## src/sv/cci_pkg.sv

```systemverilog
`timescale 1ns / 1ps
// ============================================================================
// cci_pkg
// Shared types, codes and helpers for the carousel column indexer.
// ============================================================================
package cci_pkg;

    localparam int NUM_COLUMNS_DEF = 6;
    localparam int QUEUE_DEPTH     = 4;
    localparam int QPTR_W          = $clog2(QUEUE_DEPTH);
    localparam int QCNT_W          = $clog2(QUEUE_DEPTH + 1);

    // register indexes
    localparam logic [2:0] REG_SPACING  = 3'd0;
    localparam logic [2:0] REG_IGNORE   = 3'd1;
    localparam logic [2:0] REG_TRIM     = 3'd2;
    localparam logic [2:0] REG_RUN_SPD  = 3'd3;
    localparam logic [2:0] REG_RUN_ACC  = 3'd4;
    localparam logic [2:0] REG_SRCH_SPD = 3'd5;

    // input actions
    localparam logic ACT_START = 1'b0;
    localparam logic ACT_TICK  = 1'b1;

    // motor commands
    localparam logic [2:0] CMD_NONE       = 3'd0;
    localparam logic [2:0] CMD_MOVE_REL   = 3'd1;
    localparam logic [2:0] CMD_FORCE_STOP = 3'd2;
    localparam logic [2:0] CMD_RUN_CW     = 3'd3;
    localparam logic [2:0] CMD_SMOOTH     = 3'd4;
    localparam logic [2:0] CMD_STOP_RUN   = 3'd5;

    // status codes
    localparam logic [2:0] ST_IDLE    = 3'd0;
    localparam logic [2:0] ST_BUSY    = 3'd1;
    localparam logic [2:0] ST_DONE    = 3'd2;
    localparam logic [2:0] ST_INVALID = 3'd3;
    localparam logic [2:0] ST_ALREADY = 3'd4;
    localparam logic [2:0] ST_IGNORED = 3'd5;

    typedef enum logic [3:0] {
        PH_IDLE   = 4'b0001,
        PH_MOVE   = 4'b0010,
        PH_SEARCH = 4'b0100,
        PH_TRIM   = 4'b1000
    } t_phase;

    typedef struct packed {
        logic               action;
        logic [2:0]         target_column;
        logic signed [31:0] motor_position;
        logic               sensor_level;
        logic               motor_running;
    } t_in_word;

    typedef struct packed {
        logic [2:0]  command;
        logic [26:0] command_steps;
        logic [15:0] command_speed;
        logic [15:0] command_accel;
        logic [2:0]  status;
        logic [2:0]  column_now;
        logic        last_result;
    } t_out_word;

    typedef struct packed {
        logic [23:0] column_spacing;
        logic [23:0] ignore_distance;
        logic [23:0] trim_steps;
        logic [15:0] run_speed;
        logic [15:0] run_accel;
        logic [15:0] search_speed;
    } t_cfg;

    // core to result queue
    typedef struct packed {
        logic push;
        logic two;
    } t_push;

    function automatic t_out_word mk_word(input logic [2:0]  cmd,
                                          input logic [26:0] steps,
                                          input logic [15:0] speed,
                                          input logic [15:0] accel,
                                          input logic [2:0]  status);
        t_out_word w;
        w.command       = cmd;
        w.command_steps = steps;
        w.command_speed = speed;
        w.command_accel = accel;
        w.status        = status;
        w.column_now    = 3'd0;
        w.last_result   = 1'b0;
        return w;
    endfunction

endpackage

```

## src/sv/carousel_column_indexer.sv

```systemverilog
`timescale 1ns / 1ps
// ============================================================================
// carousel_column_indexer
// Column positioning controller for a clockwise-only rotary store.
// ============================================================================
// The block takes one input word per clock cycle while the result queue has
// room. A word is held in an input register, stepped through the positioning
// logic once the queue has room for both of its possible results, and its one
// or two result words are written to a four-entry result queue, so the first
// result of a word is valid at the output once the word has passed the input
// register and been written to the queue. A word that causes two results (force
// stop followed by the finish command, or continuous run followed by the finish
// command) puts both into the queue; the queue admits a new word whenever it has
// two free entries, so with the output side always ready the sustained rate
// is one word per cycle for single-result words. Registers are written over
// the APB-style port at byte address 4*index and should only be changed
// while the block is idle. There is no clearing pass after reset.
// ============================================================================
module carousel_column_indexer
    import cci_pkg::*;
#(
    parameter int NUM_COLUMNS = NUM_COLUMNS_DEF
) (
    input  logic        i_clk,
    input  logic        i_rst_n,
    // input words
    input  logic        i_in_valid,
    output logic        o_in_ready,
    input  t_in_word    i_in_word,
    // result words
    output logic        o_out_valid,
    input  logic        i_out_ready,
    output t_out_word   o_out_word,
    // configuration
    input  logic        psel,
    input  logic        penable,
    input  logic        pwrite,
    input  logic [4:0]  paddr,
    input  logic [31:0] pwdata,
    output logic [31:0] prdata,
    output logic        pready
);

    t_cfg      cfg;
    t_in_word  r_in;
    logic      r_in_valid;
    logic      q_room;
    logic      go;
    t_push     push;
    t_out_word res0, res1;

    // step the held word once both results are sure to fit in the queue
    assign go         = r_in_valid && q_room;
    assign o_in_ready = !r_in_valid || go;

    always_ff @(posedge i_clk) begin
        if (!i_rst_n) begin
            r_in_valid <= 1'b0;
        end else if (o_in_ready) begin
            r_in_valid <= i_in_valid;
        end
    end

    // payload register, no reset needed
    always_ff @(posedge i_clk) begin
        if (i_in_valid && o_in_ready) r_in <= i_in_word;
    end

    cci_regs u_regs (
        .i_clk   (i_clk),
        .i_rst_n (i_rst_n),
        .psel    (psel),
        .penable (penable),
        .pwrite  (pwrite),
        .paddr   (paddr),
        .pwdata  (pwdata),
        .prdata  (prdata),
        .pready  (pready),
        .o_cfg   (cfg)
    );

    cci_core #(
        .NUM_COLUMNS (NUM_COLUMNS)
    ) u_core (
        .i_clk   (i_clk),
        .i_rst_n (i_rst_n),
        .i_go    (go),
        .i_word  (r_in),
        .i_cfg   (cfg),
        .o_push  (push),
        .o_res0  (res0),
        .o_res1  (res1)
    );

    cci_out_queue u_queue (
        .i_clk   (i_clk),
        .i_rst_n (i_rst_n),
        .i_push  (push),
        .i_w0    (res0),
        .i_w1    (res1),
        .o_room  (q_room),
        .o_valid (o_out_valid),
        .i_ready (i_out_ready),
        .o_word  (o_out_word)
    );

endmodule

```

## src/sv/cci_regs.sv

```systemverilog
`timescale 1ns / 1ps
// ============================================================================
// cci_regs
// APB-style configuration registers, zero wait state.
// ============================================================================
module cci_regs
    import cci_pkg::*;
(
    input  logic        i_clk,
    input  logic        i_rst_n,
    input  logic        psel,
    input  logic        penable,
    input  logic        pwrite,
    input  logic [4:0]  paddr,
    input  logic [31:0] pwdata,
    output logic [31:0] prdata,
    output logic        pready,
    output t_cfg        o_cfg
);

    t_cfg       r_cfg;
    logic       wr_en;
    logic [2:0] idx;

    assign pready = 1'b1;
    assign idx    = paddr[4:2];
    assign wr_en  = psel && penable && pwrite;
    assign o_cfg  = r_cfg;

    always_ff @(posedge i_clk) begin
        if (!i_rst_n) begin
            r_cfg <= '0;
        end else if (wr_en) begin
            case (idx)
                REG_SPACING:  r_cfg.column_spacing  <= pwdata[23:0];
                REG_IGNORE:   r_cfg.ignore_distance <= pwdata[23:0];
                REG_TRIM:     r_cfg.trim_steps      <= pwdata[23:0];
                REG_RUN_SPD:  r_cfg.run_speed       <= pwdata[15:0];
                REG_RUN_ACC:  r_cfg.run_accel       <= pwdata[15:0];
                REG_SRCH_SPD: r_cfg.search_speed    <= pwdata[15:0];
                default: ;
            endcase
        end
    end

    always_comb begin
        case (idx)
            REG_SPACING:  prdata = {8'd0, r_cfg.column_spacing};
            REG_IGNORE:   prdata = {8'd0, r_cfg.ignore_distance};
            REG_TRIM:     prdata = {8'd0, r_cfg.trim_steps};
            REG_RUN_SPD:  prdata = {16'd0, r_cfg.run_speed};
            REG_RUN_ACC:  prdata = {16'd0, r_cfg.run_accel};
            REG_SRCH_SPD: prdata = {16'd0, r_cfg.search_speed};
            default:      prdata = 32'd0;
        endcase
    end

endmodule

```

## src/sv/cci_core.sv

```systemverilog
`timescale 1ns / 1ps
// ============================================================================
// cci_core
// Positioning state and single-pass step logic; up to two results a word.
// ============================================================================
module cci_core
    import cci_pkg::*;
#(
    parameter int NUM_COLUMNS = NUM_COLUMNS_DEF
) (
    input  logic      i_clk,
    input  logic      i_rst_n,
    input  logic      i_go,
    input  t_in_word  i_word,
    input  t_cfg      i_cfg,
    output t_push     o_push,
    output t_out_word o_res0,
    output t_out_word o_res1
);

    localparam logic [3:0] NCOL = 4'(NUM_COLUMNS);

    t_phase      r_phase, n_phase;
    logic [2:0]  r_cur, n_cur;
    logic [2:0]  r_tgt, n_tgt;
    logic [2:0]  r_need, n_need;
    logic [31:0] r_start, n_start;
    logic        r_prev, n_prev;
    logic        r_chk, n_chk;
    logic [2:0]  r_edges, n_edges;

    t_out_word   res0, res1, fin_word;
    t_phase      fin_phase;
    logic        fin_done;
    logic        two;
    logic [3:0]  dsum;
    logic [2:0]  col_dist;
    logic [31:0] pos, diff, moved;
    logic        ps, rise;
    logic [2:0]  edges_new;

    always_comb begin
        // clockwise distance, wrapping at NUM_COLUMNS
        dsum = {1'b0, i_word.target_column} + NCOL - {1'b0, r_cur};
        if (dsum >= NCOL) dsum = dsum - NCOL;
        col_dist = dsum[2:0];

        pos   = i_word.motor_position;
        diff  = pos - r_start;
        moved = diff[31] ? (~diff + 32'd1) : diff;

        ps        = r_chk ? r_prev : i_word.sensor_level;
        rise      = i_word.sensor_level && !ps && (r_edges != 3'd7);
        edges_new = r_edges + {2'd0, rise};

        if (i_cfg.trim_steps != 24'd0) begin
            fin_word  = mk_word(CMD_SMOOTH, {3'd0, i_cfg.trim_steps}, 16'd0, 16'd0, ST_BUSY);
            fin_phase = PH_TRIM;
            fin_done  = 1'b0;
        end else begin
            fin_word  = mk_word(CMD_STOP_RUN, 27'd0, 16'd0, 16'd0, ST_DONE);
            fin_phase = PH_IDLE;
            fin_done  = 1'b1;
        end

        n_phase = r_phase;
        n_cur   = r_cur;
        n_tgt   = r_tgt;
        n_need  = r_need;
        n_start = r_start;
        n_prev  = r_prev;
        n_chk   = r_chk;
        n_edges = r_edges;
        res0    = mk_word(CMD_NONE, 27'd0, 16'd0, 16'd0, ST_BUSY);
        res1    = res0;
        two     = 1'b0;

        if (i_word.action == ACT_START) begin
            if (r_phase != PH_IDLE) begin
                res0.status = ST_IGNORED;
            end else if ({1'b0, i_word.target_column} >= NCOL) begin
                res0.status = ST_INVALID;
            end else if (i_word.target_column == r_cur) begin
                res0.status = ST_ALREADY;
            end else begin
                n_tgt   = i_word.target_column;
                n_need  = col_dist;
                n_start = pos;
                n_prev  = 1'b0;
                n_chk   = 1'b0;
                n_edges = 3'd0;
                n_phase = PH_MOVE;
                res0    = mk_word(CMD_MOVE_REL, 27'(col_dist) * 27'(i_cfg.column_spacing),
                                  i_cfg.run_speed, i_cfg.run_accel, ST_BUSY);
            end
        end else begin
            case (r_phase)
                PH_MOVE: begin
                    if (!i_word.motor_running) begin
                        res0    = mk_word(CMD_RUN_CW, 27'd0, i_cfg.search_speed, 16'd0,
                                          ST_BUSY);
                        n_phase = PH_SEARCH;
                        if (i_word.sensor_level) begin
                            res1    = fin_word;
                            two     = 1'b1;
                            n_phase = fin_phase;
                            if (fin_done) n_cur = r_tgt;
                        end
                    end else if (moved > {8'd0, i_cfg.ignore_distance}) begin
                        n_chk   = 1'b1;
                        n_prev  = i_word.sensor_level;
                        n_edges = edges_new;
                        if (edges_new >= r_need) begin
                            res0.command = CMD_FORCE_STOP;
                            res1         = fin_word;
                            two          = 1'b1;
                            n_phase      = fin_phase;
                            if (fin_done) n_cur = r_tgt;
                        end
                    end
                end
                PH_SEARCH: begin
                    if (i_word.sensor_level) begin
                        res0    = fin_word;
                        n_phase = fin_phase;
                        if (fin_done) n_cur = r_tgt;
                    end
                end
                PH_TRIM: begin
                    if (!i_word.motor_running) begin
                        n_cur       = r_tgt;
                        n_phase     = PH_IDLE;
                        res0.status = ST_DONE;
                    end
                end
                default: begin
                    res0.status = ST_IDLE;
                end
            endcase
        end

        res0.column_now  = n_cur;
        res1.column_now  = n_cur;
        res0.last_result = !two;
        res1.last_result = 1'b1;
    end

    assign o_res0      = res0;
    assign o_res1      = res1;
    assign o_push.push = i_go;
    assign o_push.two  = two;

    always_ff @(posedge i_clk) begin
        if (!i_rst_n) begin
            r_phase <= PH_IDLE;
            r_cur   <= 3'd0;
            r_tgt   <= 3'd0;
            r_need  <= 3'd0;
            r_start <= 32'd0;
            r_prev  <= 1'b0;
            r_chk   <= 1'b0;
            r_edges <= 3'd0;
        end else if (i_go) begin
            r_phase <= n_phase;
            r_cur   <= n_cur;
            r_tgt   <= n_tgt;
            r_need  <= n_need;
            r_start <= n_start;
            r_prev  <= n_prev;
            r_chk   <= n_chk;
            r_edges <= n_edges;
        end
    end

endmodule

```

## src/sv/cci_out_queue.sv

```systemverilog
`timescale 1ns / 1ps
// ============================================================================
// cci_out_queue
// Small result queue: takes one or two words a cycle, hands out one.
// ============================================================================
module cci_out_queue
    import cci_pkg::*;
(
    input  logic      i_clk,
    input  logic      i_rst_n,
    input  t_push     i_push,
    input  t_out_word i_w0,
    input  t_out_word i_w1,
    output logic      o_room,
    output logic      o_valid,
    input  logic      i_ready,
    output t_out_word o_word
);

    t_out_word          r_mem [QUEUE_DEPTH];
    logic [QPTR_W-1:0]  r_wr, r_rd;
    logic [QCNT_W-1:0]  r_count;
    logic               pop;
    logic [QCNT_W-1:0]  n_in;

    assign o_valid = (r_count != '0);
    assign o_word  = r_mem[r_rd];
    assign o_room  = (r_count <= QCNT_W'(QUEUE_DEPTH - 2));
    assign pop     = o_valid && i_ready;
    assign n_in    = !i_push.push ? QCNT_W'(0) : (i_push.two ? QCNT_W'(2) : QCNT_W'(1));

    always_ff @(posedge i_clk) begin
        if (i_push.push) begin
            r_mem[r_wr] <= i_w0;
            if (i_push.two) r_mem[r_wr + QPTR_W'(1)] <= i_w1;
        end
    end

    always_ff @(posedge i_clk) begin
        if (!i_rst_n) begin
            r_wr    <= '0;
            r_rd    <= '0;
            r_count <= '0;
        end else begin
            r_wr    <= r_wr + QPTR_W'(n_in);
            r_rd    <= r_rd + QPTR_W'(pop);
            r_count <= r_count + n_in - QCNT_W'(pop);
        end
    end

endmodule

```

## config.mk

```make
export PLATFORM = sky130hd
export DESIGN_NAME = carousel_column_indexer
export DESIGN_NICKNAME = d
export VERILOG_FILES = /design/src/sv/cci_pkg.sv /design/src/sv/carousel_column_indexer.sv /design/src/sv/cci_regs.sv /design/src/sv/cci_core.sv /design/src/sv/cci_out_queue.sv
export SDC_FILE = /design/constraint.sdc
export NUM_CORES = 1
export LEC_CHECK = 0
export ABC_AREA = 1
export BUFFER_PORTS_ARGS = -buffer_cell sky130_fd_sc_hd__buf_2
export CORE_UTILIZATION = 25
export DETAILED_ROUTE_END_ITERATION = 7
export PLACE_DENSITY_LB_ADDON = 0.25
export SLEW_MARGIN = 20
export SYNTH_ARGS = -nofsm -noshare
export SYNTH_HDL_FRONTEND = slang
export SYNTH_SLANG_ARGS = --single-unit
```

## constraint.sdc

```tcl
create_clock -name i_clk -period 11.1 [get_ports i_clk]
set_input_delay 2.22 -clock i_clk [delete_from_list [all_inputs] [get_ports i_clk]]
set_output_delay 2.22 -clock i_clk [all_outputs]
set_load 0.005 [all_outputs]
```

; ---- Word-level counts from Yosys, hierarchy flattened
; Memory sizes are Yosys's and may differ from the RTL's. A register that Yosys moved wholly into a read port is not among the register bits.
; Index checks and enable logic that the tools add are counted.
[totals]
ram_bits = 276
mem_count = 1
wordCells = 169
inputBits = 82
out_inout_bits = 104
reg_bits = 216
[classes]
n_reduce_logical = 23
n_mul = 1
n_addsub = 11
bitwise_logic = 5
n_eq_ne = 22
muxes = 78
n_lt_le_gt_ge = 5
[memory_table]
columns = name, words, word_bits, read_ports, rd_ports_with_merged_regs, write_ports, line_no
row1 = u_queue.r_mem, 4, 69, 1, 1, 2, cci_out_queue.sv:20  ; t_out_word r_mem [QUEUE_DEPTH];
[ops]
columns = op, count
row1 = 69-bit 2-to-1 mux, 7
row2 = 24-bit case mux with 6 select lines, 1
row3 = 62-bit 2-to-1 mux, 2
row4 = 62-bit case mux with 2 select lines, 1
row5 = 67-bit 2-to-1 mux, 1
row6 = 3-bit 2-to-1 mux, 21
row7 = 60-bit 2-to-1 mux, 1
row8 = 4-bit 2-to-1 mux, 11
row9 = 39-bit 2-to-1 mux, 1
row10 = "32-bit by 1-bit adder with 32-bit output, second input constant", 1
row11 = 32-bit by 24-bit > comparator with 1-bit output, 1
row12 = 32-bit 2-to-1 mux, 1
row13 = 32-bit inverter, 1
row14 = 32-bit subtractor, 1
row15 = 3-bit by 24-bit multiplier with 27-bit output, 1
row16 = 24-bit nonzero test, 1
row17 = 1-bit 2-to-1 mux, 23
row18 = 3-bit case mux with 3 select lines, 2
row19 = 4-bit case mux with 3 select lines, 1
row20 = 2-bit AND reduction, 6
row21 = "3-bit inequality test, second input constant", 3
row22 = 9-bit AND reduction, 1
row23 = 2-bit 2-to-1 mux, 4
row24 = "2-bit inequality test, second input constant", 4
row25 = 32 further kinds, 48

; ---- Longest topological paths before layout
[logic_depth]
depth_word = 15
depth_mapped = 44
depth_no_buf = 43

; ---- Cells and area by module
; A second synthesis with hierarchy kept.
[unflattened]
hier_cells = 4162
area_unflattened_um2 = 31401.4
[by_module_without_submodules]
columns = mod, cells_each, area_per_inst_um2, seq_area_each_um2, instances
row1 = cci_out_queue, 1414, 14191.1, 8428.1, 1
row2 = cci_core, 1759, 10053.4, 1001.0, 1
row3 = cci_regs, 942, 5957.0, 2402.3, 1
row4 = carousel_column_indexer, 47, 1199.9, 1161.1, 1

; ---- Worst setup path before layout
; OpenSTA, ideal clock, no wires.
[synth_timing]
path_type = input to output
startpoint = input port paddr[4]
endpoint = output port prdata[19]
path_buffers = 2
t_arrival_ns = 3.558
required_time_ns = 8.880
cell_stages = 5
path_slack_ns = 5.322
path_cell_list = clkbuf_1 -> nor3_1 -> inv_1 -> clkbuf_1 -> o221ai_1
[synth_between]
elab_chain_cells = 2
word_cells_on_any_way = 7
cone_classes = 5 x eq/ne / 1 x mux / 1 x reduce/logical
[synth_lines]
columns = element, line_no
row1 = "start, declared", carousel_column_indexer.sv:38  ; input logic [4:0] paddr,
row2 = "3-bit == test, or another cell as far along", cci_regs.sv:47  ; case (idx)
row3 = 24-bit case mux with 6 select lines *, cci_regs.sv:47
row4 = "end, declared", carousel_column_indexer.sv:40  ; output logic [31:0] prdata,
; Mark *: on every way between the ends. The rest lies on a longest branch, timed or not.

==> flow_summary.toml <==
[floorplan]
initial_core_util_pct = 25.3
pin_count = 186
rows = 122
die_area_sq_um = 114000
dieHeight_microns = 338
core_area_sq_um = 111000
die_w_microns = 338

[worst_setup_path]
r2r-end = "u_queue.r_mem[0][59]"
reg2reg_depth = 28
path_max_fanout = 22
required_ns = 11.47
end_kind = "flip-flop"
startpoint_type = "flip-flop"
crit_slowest_cell = "fa_1"
crit_arrival_ns = 7.26
critPathKind = "flip-flop to flip-flop"
r2r-start = "r_in[35]"
critical_path.max_stage_delay_ns = 0.58
r2r_slack_ns = 4.21

[yosys]
synth_top_area_share_pct = 23.4
synth-edff-count = 162
ys_ff_latch = 492
ys_warn_count = 0
synth_common_cells = "nand2_1, inv_1, o21ai_0, nor2_1, dfxtp_1"
synth.distinct_cells = 54
synthCells = 3804
synth-async-reset-ratio_pct = 0
yosys.area.top_type = "dfxtp_1"
synth_area_per_cell_sq_um = 7.41
synth_most_common_cell = "nand2_1"
yosys-top-cells-area = "dfxtp_1, edfxtp_1, nand2_1"
synth-main-ff-cell = "dfxtp_1"
syn_area_sq_um = 28200
seq_area_frac_synth_pct = 40.7

[timing]
finClkSkew_ns = 0.0411
period_needed_ns = 6.89
final.setup.tns_ns = 0
clock.fmax_mhz = 145
rsz0062_at_grt = "false"
worst_pin_slew_ns = 1.10
final.period_utilization_pct = 62.1
finalMaxSlewViolations = 0
whs_ns = 0.455
finalSetupViolations = 0
finalHoldViolations = 0
fin_ws_ns = 4.21
relSlewSlack_pct = 26.4

[grt]
antenna_found_initial = 20
grt_overflow = 0
track_usage_pct = 17.5
grt_pass1_wl_microns = 151000
grt_max_degree = 79
grt_pass1_vias = 23700

[route]
via_count = 25700
avgRoutedWirePerCell_microns = 18.8
drtIter0Drc = 2004
routed_wirelength_microns = 102000
dr.pass1.iters = 5
drc = 0
ant_nets = 0
vias_per_cell = 4.74

[worst_hold_path]
min_from = "u_core.r_start[7]"
whs_endpoint = "u_core.r_start[7]"
hp-class = "flip-flop to flip-flop"
min_path_cells = 2

[clocking]
ctsRootBufferMaster = "clkbuf_16"
worstSkewPairLatency_ns = 0.66
tritoncts = "yes"
cts_buffers = 57
htreeDepth = 2
cts_resized = 0
holdBufCountCts = 0
cts.sinks = 492
post_cts_buffers = 0
clk_pin_slew_worst_paths_ns = 0.06
clock_tree.buffer_depth = 3

[run_status]
outcome = "completed"

[layout]
nets = 4073
post-route-util_pct = 29.0
syn2layout_area_growth_pct = 14.3
drive_gt1_share_pct = 11.9

[pwr]
powerDensity_nw_per_um2 = 188
ir_drop_uv = 133
p_leak_nw = 13.8

[place]
place_congestion = 0.865
place_ws_ns = 4.24
dpl.hpwl_microns = 70600
portBuffers = 166

[job]
cap_violations = 0
worst max-delay path by stage:
stage	startpoint	endpoint	slack [ns]	cells after the start
2_1_floorplan	paddr[4]	prdata[19]	5.32	5
3_3_place_gp	r_in[13]	u_queue.r_mem[3][3]	4.23	38
3_5_place_dp	r_in[16]	u_queue.r_mem[3][3]	4.24	35
4_1_cts	r_in[16]	u_queue.r_mem[3][3]	4.23	35
5_1_grt	r_in[15]	u_queue.r_mem[3][3]	3.69	38
6_report	r_in[35]	u_queue.r_mem[0][59]	4.21	28
layout by cell type (no fill, tap or decap), types with 5 or more instances in the layout:
cell,count
a21oi_1,266
a21oi_2,10
a221oi_1,10
a22oi_1,12
buf_2,165
buf_4,37
clkbuf_1,15
clkbuf_16,60
clkbuf_8,7
clkinv_1,10
clkinv_2,16
conb_1,9
dfxtp_1,328
diode_2,7
edfxtp_1,162
fa_1,26
ha_1,96
inv_1,533
inv_2,42
nand2_1,716
nand2_2,11
nand3_1,99
nand3b_1,7
nand4_1,21
nor2_1,397
nor3_1,19
nor3_2,6
o211ai_1,88
o211ai_2,26
o21ai_0,415
o21ai_1,5
o21bai_1,7
o221ai_1,15
o22ai_1,136
o22ai_2,6
or2_2,53
xnor2_1,16
xor2_1,19
state kept, by name, summed over array words and instances, names as in the netlist:
| signal | cells |
|---|---|
| u_queue.r_mem | 276 |
| u_regs.o_cfg | 120 |
| r_in | 38 |
| u_core.r_start | 32 |
| u_core.r_phase | 4 |
| u_core.r_cur | 3 |
| u_core.r_edges | 3 |
| u_core.r_need | 3 |
| u_core.r_tgt | 3 |
| u_queue.r_count | 3 |
| u_queue.r_rd | 2 |
| u_queue.r_wr | 2 |
| r_in_valid | 1 |
| u_core.r_chk | 1 |
| u_core.r_prev | 1 |
stage by stage:
| stage | std cells | instance area [sq um] | total power, W |
|---|---|---|---|
| after global routing | 5406 | 32200 | 0.00645 |
| after CTS | 5404 | 32200 | 0.00613 |
| after floorplan | 3811 | 28200 | 0.00352 |
| after global placement | 5298 | 30300 | 0.00417 |
| final | 5411 | 32200 | 0.00605 |
| after detailed placement | 5298 | 30300 | 0.00419 |
routing by layer:
metal / track usage, % / up-vias / share of wire, %
met1: 24.9 / 12100 / 48
met3: 3.75 / 162 / 7.4
met4: 5.40 / 26 / 3.0
met5: 0 / - / 0.16
li1: - / 12700 / -
met2: 26.2 / 732 / 42
critical path, delay by kind of cell, from the launching register on:
kind / cells / cell delay, ns
compound gates: 10 / 2.54
fa+ha+maj: 6 / 2.08
buf+inv: 5 / 0.82
simple gates: 6 / 0.57
flops: 1 / 0.39
xor+xnor: 1 / 0.25
kinds of logic after synthesis:
logic type | share of synthesized area [%]
AND/OR/NAND/NOR | 20.0
AO/OA/AOI/OAI | 21.0
adder cells (fa/ha/maj) | 6.11
other | 0.0266
XOR/XNOR | 1.09
flip-flops | 40.7
buffers and inverters | 11.1
power breakdown:
group / switching (W) / internal [W] / total [W]
sequential: 0.000153 / 0.00210 / 0.00226
combinational: 0.00123 / 0.000656 / 0.00188
clock: 0.000824 / 0.00109 / 0.00191
layout make-up:
cell class                 count  area, sq um
fill                       12200        79100
multi-input combinational   2531        13700
sequential                   492        11500
inverter                     585         2200
tap                         1488         1860
clock buffer                  82         1650
timing repair buffer         202         1100
clock inverter                24          240
antenna                        7         17.5
(Power assumes the default switching activity.)
